[config.mk]
export PLATFORM = sky130hd
export DESIGN_NAME = dqe_ctrl
export DESIGN_NICKNAME = d
export VERILOG_FILES = /design/src/rtl/core/dqe_pkg.sv /design/src/rtl/core/dqe_ctrl.sv
export SDC_FILE = /design/constraint.sdc
export NUM_CORES = 1
export LEC_CHECK = 0
export ABC_AREA = 1
export BUFFER_PORTS_ARGS = -buffer_cell sky130_fd_sc_hd__buf_2
export CORE_AREA = 2 2 39 41
export DETAILED_ROUTE_END_ITERATION = 12
export DIE_AREA = 0 0 41 43
export PLACE_DENSITY_LB_ADDON = 0.3
export SETUP_SLACK_MARGIN = 0.1
export SLEW_MARGIN = 15
export SYNTH_ARGS = -nofsm -noshare
export SYNTH_HDL_FRONTEND = slang
export SYNTH_SLANG_ARGS = --single-unit
export TNS_END_PERCENT = 10
[constraint.sdc]
create_clock -name clock -period 1.15 [get_ports clock]
set_clock_uncertainty 0.05 [all_clocks]
set_input_delay 0.23 -clock clock [delete_from_list [all_inputs] [get_ports clock]]
set_output_delay 0.23 -clock clock [all_outputs]
set_load 0.01 [all_outputs]
[src/rtl/core/dqe_pkg.sv]
// Package for the double-ended queue engine: sizes, request and status codes,
// controller command and datapath status types. No dependencies.
package dqe_pkg;

   localparam int DEPTH      = 1024;
   localparam int DATA_WIDTH = 32;
   localparam int ADDR_W     = $clog2(DEPTH);
   localparam int CNT_W      = $clog2(DEPTH + 1);

   typedef enum logic [2:0] {
      REQ_PUSH_FRONT = 3'd0,
      REQ_PUSH_BACK  = 3'd1,
      REQ_POP_FRONT  = 3'd2,
      REQ_POP_BACK   = 3'd3,
      REQ_QUERY      = 3'd4,
      REQ_CLEAR      = 3'd5,
      REQ_REVERSE    = 3'd6,
      REQ_SORT       = 3'd7
   } req_code_type;

   typedef enum logic [1:0] {
      STS_OK         = 2'd0,
      STS_POP_EMPTY  = 2'd1,
      STS_PUSH_FULL  = 2'd2
   } status_code_type;

   typedef enum logic [3:0] {
      CMD_NONE,
      CMD_LOAD,
      CMD_EXEC,
      CMD_POP_DONE,
      CMD_RD_A,
      CMD_RD_B,
      CMD_WR_A,
      CMD_WR_B,
      CMD_ADV,
      CMD_PASS,
      CMD_RD_FRONT,
      CMD_RD_BACK,
      CMD_CAP_BACK,
      CMD_RESP
   } cmd_op_type;

   typedef struct packed {
      cmd_op_type op;
   } ctrl_cmd_type;

   typedef struct packed {
      req_code_type req;
      logic         empty;
      logic         walk_more;
      logic         do_swap;
      logic         swapped;
      logic         rsp_busy;
   } dp_status_type;

   // stored word from the 32-bit request field
   function automatic logic [DATA_WIDTH-1:0] word_from_port(input logic [31:0] v);
      logic signed [63:0] w;
      w = 64'(signed'(v));
      return DATA_WIDTH'(w);
   endfunction

   // stored word sign-extended onto a 32-bit result field
   function automatic logic [31:0] word_to_port(input logic [DATA_WIDTH-1:0] v);
      logic signed [63:0] w;
      w = 64'(signed'(v));
      return w[31:0];
   endfunction

endpackage

[src/rtl/core/dqe_ctrl.sv]
// Controller state machine of the deque engine.
// Depends on dqe_pkg; drives dqe_datapath by command, reads its status.
module dqe_ctrl (
   input  logic                  clock,
   input  logic                  reset,
   input  logic                  req_valid,
   output logic                  req_stall,
   input  dqe_pkg::dp_status_type dp_sts,
   output dqe_pkg::ctrl_cmd_type  cmd
);
   import dqe_pkg::*;

   typedef enum logic [3:0] {
      ST_IDLE,
      ST_EXEC,
      ST_POP_WAIT,
      ST_WALK_CHK,
      ST_RD_B,
      ST_CMP,
      ST_WR_B,
      ST_RD_FRONT,
      ST_RD_BACK,
      ST_CAP_BACK,
      ST_OUT
   } state_type;

   state_type state_ff, state_in;

   assign req_stall = (state_ff != ST_IDLE);

   always_comb begin
      state_in = state_ff;
      cmd.op   = CMD_NONE;
      case (state_ff)
         ST_IDLE: begin
            if (req_valid) begin
               cmd.op   = CMD_LOAD;
               state_in = ST_EXEC;
            end
         end
         ST_EXEC: begin
            cmd.op = CMD_EXEC;
            case (dp_sts.req)
               REQ_POP_FRONT, REQ_POP_BACK:
                  state_in = dp_sts.empty ? ST_RD_FRONT : ST_POP_WAIT;
               REQ_REVERSE, REQ_SORT:
                  state_in = ST_WALK_CHK;
               default:
                  state_in = ST_RD_FRONT;
            endcase
         end
         ST_POP_WAIT: begin
            cmd.op   = CMD_POP_DONE;
            state_in = ST_RD_FRONT;
         end
         ST_WALK_CHK: begin
            if (dp_sts.walk_more) begin
               cmd.op   = CMD_RD_A;
               state_in = ST_RD_B;
            end else if (dp_sts.req == REQ_SORT && dp_sts.swapped) begin
               cmd.op   = CMD_PASS;
            end else begin
               state_in = ST_RD_FRONT;
            end
         end
         ST_RD_B: begin
            cmd.op   = CMD_RD_B;
            state_in = ST_CMP;
         end
         ST_CMP: begin
            if (dp_sts.do_swap) begin
               cmd.op   = CMD_WR_A;
               state_in = ST_WR_B;
            end else begin
               cmd.op   = CMD_ADV;
               state_in = ST_WALK_CHK;
            end
         end
         ST_WR_B: begin
            cmd.op   = CMD_WR_B;
            state_in = ST_WALK_CHK;
         end
         ST_RD_FRONT: begin
            cmd.op   = CMD_RD_FRONT;
            state_in = ST_RD_BACK;
         end
         ST_RD_BACK: begin
            cmd.op   = CMD_RD_BACK;
            state_in = ST_CAP_BACK;
         end
         ST_CAP_BACK: begin
            cmd.op   = CMD_CAP_BACK;
            state_in = ST_OUT;
         end
         ST_OUT: begin
            if (!dp_sts.rsp_busy) begin
               cmd.op   = CMD_RESP;
               state_in = ST_IDLE;
            end
         end
         default: begin
            state_in = ST_IDLE;
         end
      endcase
   end

   always_ff @(posedge clock) begin
      if (reset) begin
         state_ff <= ST_IDLE;
      end else begin
         state_ff <= state_in;
      end
   end

endmodule

* Yosys cells after proc, flatten, opt, wreduce, memory -nomap -nowiden
Index checks and enable logic that the tools add are counted.
Storage, ports and cells: input port bits 11, bits in registers 4, output and inout bits 5, word-level logic and storage cells 38
Cells by class: mux-type cells 14, eq/ne operators 17, reductions and logical operators 6
Operators with widths (count):
- 4-bit case mux with 11 select lines | 2
- 4-bit two-way mux | 8
- 4-bit by 3-bit == test with 1-bit output (second input constant) | 4
- 4-bit == test (second input constant) | 3
- 4-bit by 2-bit == test with 1-bit output (second input constant) | 2
- 3-bit by 2-bit == test with 1-bit output (second input constant) | 2
- 3-bit == test (second input constant) | 2
- 3-bit two-way mux | 2
- 3-bit case mux with 2 select lines | 1
- 4-bit by 1-bit == test with 1-bit output (second input constant) | 1
- 4-bit zero test | 1
- 2-bit != test (second input constant) | 2
- 4-bit nonzero test | 1
- 2-bit OR reduction | 2
- 3-bit != test (second input constant) | 1
- 3-bit AND reduction | 1
- 1-bit logical AND | 1
- 1-bit two-way mux | 1

* Depth between registers and ports, before layout
Gate-level depths: netlist of the first run.
depth after elaboration 5, depth in mapped cells 9, depth with buffers taken out 9

* Worst setup path before layout of the first run
Ideal clock, no wire load.
kind flip-flop to output port, start register state_ff[3], end output port cmd[0] (netlist bit), data required time 0.870 ns, buffers on the path 0, stages on the path, launching flop included 6, arrival time 0.990 ns, path slack -0.120 ns, path through dfxtp_1 nor2_4 nand3_2 nor2_2 inv_1 nand4_1
RTL lines:
- from (decl) | line dqe_ctrl.sv:27 | state_type state_ff, state_in;
- from (signal assigned) | line dqe_ctrl.sv:111 | state_ff <= state_in;
- to (decl) | line dqe_ctrl.sv:9 | output dqe_pkg::ctrl_cmd_type cmd

==> impl_metrics.csv, run 1 <==
group,metric,value,unit
logic_synthesis,syn_nets,87,
cts,cts_buffers,3,
logic_synthesis,ys_warn_count,0,
logic_synthesis,synth_cells,76,
layout,top_regs,"state_ff x4",
logic_synthesis,ys_types,19,
logic_synthesis,syn-cell-area,450,µm²
layout,n_fill_cell,139,
worst_hold_path,hp-class,"in -> reg",
cts,cts.htree.levels,1,
layout,multi_input_area,353,µm²
timing,fin_ws,-0.431,ns
timing,fmax,633,MHz
worst_setup_path,r2r_start,"state_ff[2]$_SDFFE_PP0P_",
worst_setup_path,crit_fanout,5,
die,die-area,1760,µm²
run_status,violations,"negative setup slack",
worst_setup_path,startpoint_type,"flip-flop",
placement,dp_slack,-0.194,ns
die,rows,14,
grt,grt_pass1_wl,2210,µm
power,vdd_drop_max,0.00143,V
route,antenna_left,0,
worst_setup_path,rrSetupSlack,-0.37,ns
cts,clkSinkCount,4,
power,power,1.78,mW
power,power.leakage,0.414,nW
timing,rsz0062_at_grt,"true",
timing,tightest_slew,0.189,ns
layout,largest_register_ffs,4,
worst_setup_path,critPathBufInv,2,
die,ios,16,
layout,final_nets,129,
grt,gr-total-overflow,0,
flow_run,cap_violations,0,
worst_setup_path,arrival,1.30,ns
die,core_region_area,1380,µm²
worst_setup_path,crit_cells,7,
run_status,outcome,"finished with violations",
layout,regArea,95.1,µm²
die,die_x,41,µm
layout,drive_gt1_share,56.0,%
cts,clk_latency,0.23,ns
layout,area_growth,74.2,%
die,die_y,43,µm
timing,finalSetupTns,-2.52,ns
layout,final_util,56.7,%
logic_synthesis,ys_seq_area_share,17.8,%
route,remaining_drc_errors,0,
route,via_per_inst,4.77,
route,wl,1300,µm
grt,grt_max_degree,6,
worst_setup_path,reg2reg_depth,11,
logic_synthesis,ys_ff_latch,4,
worst_setup_path,crit_family,"simple AND/OR/NAND/NOR gates",
worst_setup_path,timing.rr.end,"state_ff[2]$_SDFFE_PP0P_",
cts,cts_root_buf,"clkbuf_4",
timing,fin_crit,1.58,ns
worst_setup_path,startpoint,"state_ff[2]$_SDFFE_PP0P_",
layout,regMostFlops,"state_ff",
layout,final_cell_mix,"buf_4, nand2_1, buf_2",
power,power_density,2260,nW/µm²
timing,setup_violations,8,
route,first_iter_violations,7,
timing,slew_headroom,87.3,%
placement,portBuffers,15,
cts,cts_buffer_depth,2,
cts,clk_pin_slew,0.04,ns
worst_setup_path,crit_path_end_kind,"output port",
placement,gp_congestion,0.727,
timing,period_share,137,%
logic_synthesis,synth_area_per_cell,5.93,µm²
worst_setup_path,crit_end,"cmd[0]",
route,first_pass_iters,4,
worst_setup_path,path_cells,"inv_4 > nor2_4 > nand2_1 > nand2_1 > a31oi_1 > nand4_1 > buf_2",
placement,dp_hpwl,1090,µm
worst_setup_path,crit_required,0.87,ns
route,wl_per_cell,9.85,µm
grt,antenna_found_initial,0,
cts,cts_tree,"yes",
layout,diodes,0,
worst_setup_path,cp_slowest_cell,"dfxtp_4",
timing,hold_viol,0,
die,start_util,32.5,%
layout,final_common_cell,"buf_4",
worst_setup_path,worst_path_most_repeated_cell,"nand2_1",
grt,grt_pass1_vias,596,
worst_setup_path,worstSetupPathType,"reg -> out",
route,vias,629,
grt,grtUsageTotal,18.2,%
timing,slew_viol_final,0,
worst_setup_path,cpPeakStageDelay,0.37,ns
cells by family after synthesis:
family                 Yosys count  share of synthesized area [%]
AND/OR/NAND/NOR                 49                           55.6
AO/OA/AOI/OAI                   11                           16.7
buffers and inverters           12                           10.0
flip-flops                       4                           17.8
power breakdown:
group	switching (mW)	internal, mW	leakage [nW]
clock	0.0534	0.116	0.0138
combinational	0.665	0.634	0.364
sequential	0.0929	0.215	0.0356
total	0.811	0.966	0.414
worst min-delay path by stage:
stage                     slack (ns)  depth (start not counted)  startpoint                       end
after CTS                       0.13                          2       reset  state_ff[0]$_SDFFE_PP0P_
after detailed placement        0.38                          2       reset  state_ff[3]$_SDFFE_PP0P_
after floorplan                 0.24                          1       reset  state_ff[0]$_SDFFE_PP0P_
after global routing            0.16                          2       reset  state_ff[2]$_SDFFE_PP0P_
after global placement          0.38                          2       reset  state_ff[0]$_SDFFE_PP0P_
final                           0.14                          2       reset  state_ff[3]$_SDFFE_PP0P_
cell usage after synthesis:
master     number  area (µm²)
nor2_4          3        33.8
nand4_1         2        12.5
a31oi_1         1        6.26
nor2_1          8        30.0
nand3_1         5        25.0
nand3b_1        2        15.0
nand2_1        22        82.6
inv_2           3        11.3
inv_1           9        33.8
o21ai_1         1        5.00
o211ai_2        1        12.5
a21oi_1         5        25.0
o21ai_2         1        8.76
nor2_2          4        25.0
and3_1          1        6.26
dfxtp_1         4        80.1
nand3_2         2        20.0
o2111ai_1       1        8.76
o2bb2ai_1       1        8.76
per-stage QoR:
| stage | hold slack [ns] | cell area, µm² | std cells |
|---|---|---|---|
| after floorplan | 0.242 | 460 | 76 |
| after global placement | 0.383 | 698 | 126 |
| after detailed placement | 0.382 | 698 | 126 |
| after CTS | 0.133 | 756 | 131 |
| after global routing | 0.159 | 785 | 132 |
| final | 0.140 | 785 | 132 |
layout make-up:
type / instances / share of cell area, %
multi-input cells: 60 / 45.0
inverters: 12 / 6.38
flip-flops and latches: 4 / 12.1
well taps: 16 / 2.55
repair buffers: 37 / 31.1
clock buffers: 3 / 2.87
routing by layer:
metal	share of wire, %	global-route usage, %	vias up
met5	0	0	-
met4	0	8.00	0
met3	4.2	1.57	0
met2	53	30.6	12
met1	43	21.9	278
li1	-	-	339
worst register-to-register path, delay by kind of cell (launching register included):
family | cells | cell delay (ns)
flops | 1 | 0.37
buf+inv | 4 | 0.42
compound gates | 1 | 0.06
simple gates | 6 | 0.55
what timing repair did:
action | 4_1_cts | 5_1_grt
pin swaps | 3 | 3
gates resized for setup | 9 | 6
setup endpoints to repair | 9 | 9
hold buffers | 0 | 0
gates cloned | 0 | 0
setup buffers | 2 | 1
Note: power is estimated with default switching activity, not from simulation.
==> run 2, diff against run 1 <==
--- a/config.mk
+++ b/config.mk
@@ -12,6 +12,7 @@
 export DIE_AREA = 0 0 41 43
 export PLACE_DENSITY_LB_ADDON = 0.3
 export SETUP_SLACK_MARGIN = 0.1
+export SKIP_LAST_GASP = 1
 export SLEW_MARGIN = 15
 export SYNTH_ARGS = -nofsm -noshare
 export SYNTH_HDL_FRONTEND = slang
==> impl_metrics.csv, run 2 (same netlist as run 1, synthesis figures left out) <==
group,metric,value,unit
power,p_clk_share,9.8,%
timing,fmax,636,MHz
layout,drive_gt1_share,54.8,%
die,rows,14,
layout,final_nets,128,
power,p_int,0.940,mW
placement,dp_slack,-0.194,ns
grt,gr-total-overflow,0,
placement,gp_congestion,0.727,
layout,area_growth,70.0,%
layout,final_cell_mix,"nand2_1, buf_4, buf_2",
timing,setup_violations,9,
timing,slew_headroom,87.9,%
layout,diodes,0,
power,switching_power,0.791,mW
route,first_pass_iters,4,
power,vdd_drop_max,0.00133,V
die,start_util,32.5,%
cts,cts_root_buf,"clkbuf_4",
placement,dp_hpwl,1090,µm
worst_setup_path,cp_slowest_cell,"dfxtp_4",
grt,grt_max_degree,6,
timing,fin_crit,1.57,ns
worst_setup_path,crit_path_end_kind,"output port",
cts,cts_buffer_depth,2,
die,die_x,41,µm
run_status,outcome,"finished with violations",
die,die_y,43,µm
grt,grtUsageTotal,18.0,%
worst_setup_path,arrival,1.29,ns
power,power_frac_seq,17.3,%
cts,clk_pin_slew,0.04,ns
die,core_region_area,1380,µm²
cts,cts_tree,"yes",
die,ios,16,
flow_run,cap_violations,0,
grt,grt_pass1_wl,2180,µm
cts,cts_buffers,3,
timing,tightest_slew,0.180,ns
cts,clkSinkCount,4,
layout,largest_register_ffs,4,
worst_setup_path,cpPeakStageDelay,0.37,ns
cts,cts_hold_buf,0,
layout,fin_cells,131,
power,power.leakage,0.406,nW
grt,grt_pass1_vias,582,
route,via_per_inst,4.73,
worst_setup_path,worst_path_most_repeated_cell,"nand2_1",
power,pwr-share-comb,72.9,%
route,wl,1280,µm
power,switching_share,45.7,%
worst_setup_path,path_cells,"inv_4 > nor2_4 > nand2_1 > nand2_1 > a31oi_1 > nand4_1 > buf_2",
worst_setup_path,critPathBufInv,2,
route,wl_per_cell,9.78,µm
timing,period_share,137,%
timing,hold_viol,0,
route,first_iter_violations,14,
worst_setup_path,crit_required,0.87,ns
timing,fin_ws,-0.422,ns
layout,regMostFlops,"state_ff",
timing,rsz0062_at_grt,"true",
layout,top_regs,"state_ff x4",
placement,placedCellCount,126,
worst_setup_path,crit_family,"simple AND/OR/NAND/NOR gates",
worst_setup_path,crit_fanout,5,
die,die-area,1760,µm²
route,remaining_drc_errors,0,
timing,finalSetupTns,-2.48,ns
placement,portBuffers,15,
cts,cts.htree.levels,1,
placement,place_area,698,µm²
route,vias,619,
worst_setup_path,startpoint_type,"flip-flop",
worst_hold_path,hp-class,"in -> reg",
route,antenna_left,0,
grt,antenna_found_initial,0,
cts,clk_latency,0.23,ns
run_status,violations,"negative setup slack",
layout,final_area,766,µm²
worst_setup_path,worstSetupPathType,"reg -> out",
timing,slew_viol_final,0,
power,power_density,2260,nW/µm²
-- run 2: changes by cell type in the layout (fill, tap and decap cells not counted), sizes merged --
cell	change
buf	-1
-- run 2: path summary, 6_finish.rpt --
path | slack [ns] | start | endpoint | depth (start not counted)
max | -0.42 | state_ff[2]$_SDFFE_PP0P_ | cmd[0] | 7
max reg2reg | -0.35 | state_ff[2]$_SDFFE_PP0P_ | state_ff[2]$_SDFFE_PP0P_ | 11
min reg2reg | 0.48 | state_ff[1]$_SDFFE_PP0P_ | state_ff[1]$_SDFFE_PP0P_ | 2
min | 0.14 | reset | state_ff[1]$_SDFFE_PP0P_ | 2
-- run 2: power by group through the flow --
stage	sequential (mW)	combinational [mW]	clock [mW]
3_5_place_dp	0.272	1.19	0
2_1_floorplan	0.264	0.698	0
5_1_grt	0.310	1.41	0.185
6_report	0.299	1.26	0.170
3_3_place_gp	0.269	1.19	0
4_1_cts	0.295	1.23	0.179
-- run 2: metal layers --
metal	track usage [%]	up-vias	routed length [µm]
met5	0	-	0
met1	21.5	274	557
li1	-	333	-
met3	1.57	0	49
met4	8.00	0	0
met2	30.3	12	674
-- run 2: metrics by stage --
stage	util (%)	hold slack [ns]	power [mW]
2_1_floorplan	-	0.242	0.962
3_3_place_gp	50.5	0.383	1.46
3_5_place_dp	50.5	0.382	1.47
4_1_cts	54.1	0.133	1.70
5_1_grt	55.3	0.157	1.91
6_report	55.3	0.141	1.73
-- run 2: what timing repair did --
item	4_1_cts	5_1_grt
setup endpoints to repair	9	9
pin swaps	3	3
setup buffers	2	0
gates resized for setup	6	5
-- run 2: area by class of cell --
| type | count | area [µm²] |
|---|---|---|
| fillers | 142 | 618 |
| multi-input cells | 60 | 350 |
| repair buffers | 36 | 233 |
| flip-flops and latches | 4 | 92.6 |
| inverters | 12 | 47.5 |
| clock buffers | 3 | 22.5 |
| well taps | 16 | 20.0 |
==> run 3, diff against run 2 <==
--- a/config.mk
+++ b/config.mk
@@ -8,9 +8,9 @@
 export ABC_AREA = 1
 export BUFFER_PORTS_ARGS = -buffer_cell sky130_fd_sc_hd__buf_2
 export CORE_AREA = 2 2 39 41
+export CTS_BUF_LIST = sky130_fd_sc_hd__clkbuf_4 sky130_fd_sc_hd__clkbuf_8
 export DETAILED_ROUTE_END_ITERATION = 12
 export DIE_AREA = 0 0 41 43
-export PLACE_DENSITY_LB_ADDON = 0.3
 export SETUP_SLACK_MARGIN = 0.1
 export SKIP_LAST_GASP = 1
 export SLEW_MARGIN = 15
==> impl_metrics.csv, run 3 (same netlist as run 1, synthesis figures left out) <==
group,metric,value,unit
route,via_per_inst,4.73,
worst_setup_path,crit_path_end_kind,"output port",
grt,antenna_found_initial,0,
cts,cts_root_buf,"clkbuf_4",
die,die_y,43,µm
power,power.leakage,0.419,nW
layout,final_area,790,µm²
placement,dp_hpwl,1090,µm
timing,fin_ws,-0.438,ns
timing,fmax,630,MHz
cts,cts_hold_buf,0,
layout,regMostFlops,"state_ff",
route,remaining_drc_errors,0,
run_status,violations,"negative setup slack",
worst_hold_path,whs_path_depth,2,
worst_setup_path,reg2reg_depth,11,
cts,cts_buffer_depth,2,
cts,cts_buffers,3,
placement,place_area,706,µm²
route,antenna_left,0,
route,first_pass_iters,4,
cts,clk_latency,0.24,ns
worst_setup_path,crit_fanout,5,
route,first_iter_violations,15,
timing,slew_viol_final,0,
layout,final_cell_mix,"buf_4, nand2_1, buf_2",
cts,clk_pin_slew,0.04,ns
worst_setup_path,rrSetupSlack,-0.42,ns
timing,period_share,138,%
timing,rsz0062_at_grt,"true",
power,power,1.78,mW
placement,dp_slack,-0.211,ns
die,start_util,32.5,%
die,core_region_area,1380,µm²
grt,gr-total-overflow,0,
run_status,outcome,"finished with violations",
timing,tightest_slew,0.205,ns
timing,setup_violations,9,
worst_hold_path,hp-class,"in -> reg",
layout,final_common_cell,"buf_4",
die,rows,14,
layout,final_nets,131,
grt,grtUsageTotal,18.0,%
cts,cts.htree.levels,1,
timing,hold_viol,0,
cts,cts_tree,"yes",
die,die_x,41,µm
worst_hold_path,holdPathEnd,"state_ff[1]$_SDFFE_PP0P_",
worst_hold_path,hold_start,"reset",
grt,grt_pass1_wl,2190,µm
placement,portBuffers,15,
layout,drive_gt1_share,55.1,%
placement,gp_congestion,0.764,
route,wl_per_cell,10.4,µm
route,vias,634,
power,vdd_drop_max,0.000974,V
layout,diodes,0,
die,ios,16,
worst_setup_path,worstSetupPathType,"reg -> out",
timing,fin_crit,1.59,ns
layout,final_util,57.1,%
flow_run,cap_violations,0,
layout,top_regs,"state_ff x4",
die,die-area,1760,µm²
cts,clkSinkCount,4,
power,power_density,2250,nW/µm²
worst_setup_path,arrival,1.31,ns
worst_setup_path,timing.rr.end,"state_ff[2]$_SDFFE_PP0P_",
worst_setup_path,crit_required,0.87,ns
grt,grt_max_degree,6,
timing,slew_headroom,86.3,%
route,wl,1400,µm
layout,largest_register_ffs,4,
worst_setup_path,startpoint_type,"flip-flop",
layout,area_growth,75.3,%
grt,grt_pass1_vias,600,
layout,n_fill_cell,142,
worst_setup_path,r2r_start,"state_ff[2]$_SDFFE_PP0P_",
[run 3: worst max-delay path, stage by stage, from the launching register on]
cell	delay (ns)
dfxtp_4	0.39
inv_4	0.05
nor2_4	0.15
nand2_2	0.09
o2bb2ai_2	0.12
inv_1	0.06
o2111ai_1	0.06
buf_2	0.15
[run 3: area by class of cell]
cell class                 count  area, µm²  area share [%]
multi-input combinational     60        352            44.5
sequential                     4       92.6            11.7
inverter                      12       47.5            6.02
clock buffer                   3       22.5            2.85
tap                           16       20.0            2.54
timing repair buffer          39        255            32.3
[run 3: how the worst max path moves through the flow]
stage | from | to | slack, ns
global placement | state_ff[3]$_SDFFE_PP0P_ | cmd[2] | -0.20
CTS | state_ff[2]$_SDFFE_PP0P_ | cmd[2] | -0.42
floorplan | state_ff[1]$_SDFFE_PP0P_ | cmd[0] | -0.03
detailed placement | state_ff[3]$_SDFFE_PP0P_ | cmd[2] | -0.21
global route | state_ff[2]$_SDFFE_PP0P_ | cmd[2] | -0.52
finish | state_ff[2]$_SDFFE_PP0P_ | cmd[2] | -0.44
[run 3: routing by layer]
layer  wire length, µm  GRT usage, %  vias up
li1                  -             -      334
met1               591          20.2      280
met2               729          32.5       18
met3                58             0        2
met4                19          8.00        0
met5                 0             0        -
[run 3: stage by stage]
step | hold WS [ns] | std cells | setup TNS, ns
after CTS | 0.135 | 133 | -2.44
after detailed placement | 0.384 | 127 | -1.38
after global placement | 0.384 | 127 | -1.33
final | 0.137 | 134 | -2.56
after floorplan | 0.242 | 76 | -0.151
after global routing | 0.155 | 134 | -3.32
[run 3: timing repair]
action,in CTS,in global routing
gates resized for setup,11,0
setup buffers,3,1
pin swaps,2,2
endpoints found under the setup margin,9,9
[run 3: power by group]
part           total (mW)  internal (mW)  switching [mW]
clock               0.172          0.117          0.0557
sequential          0.310          0.217          0.0927
combinational        1.30          0.629           0.667
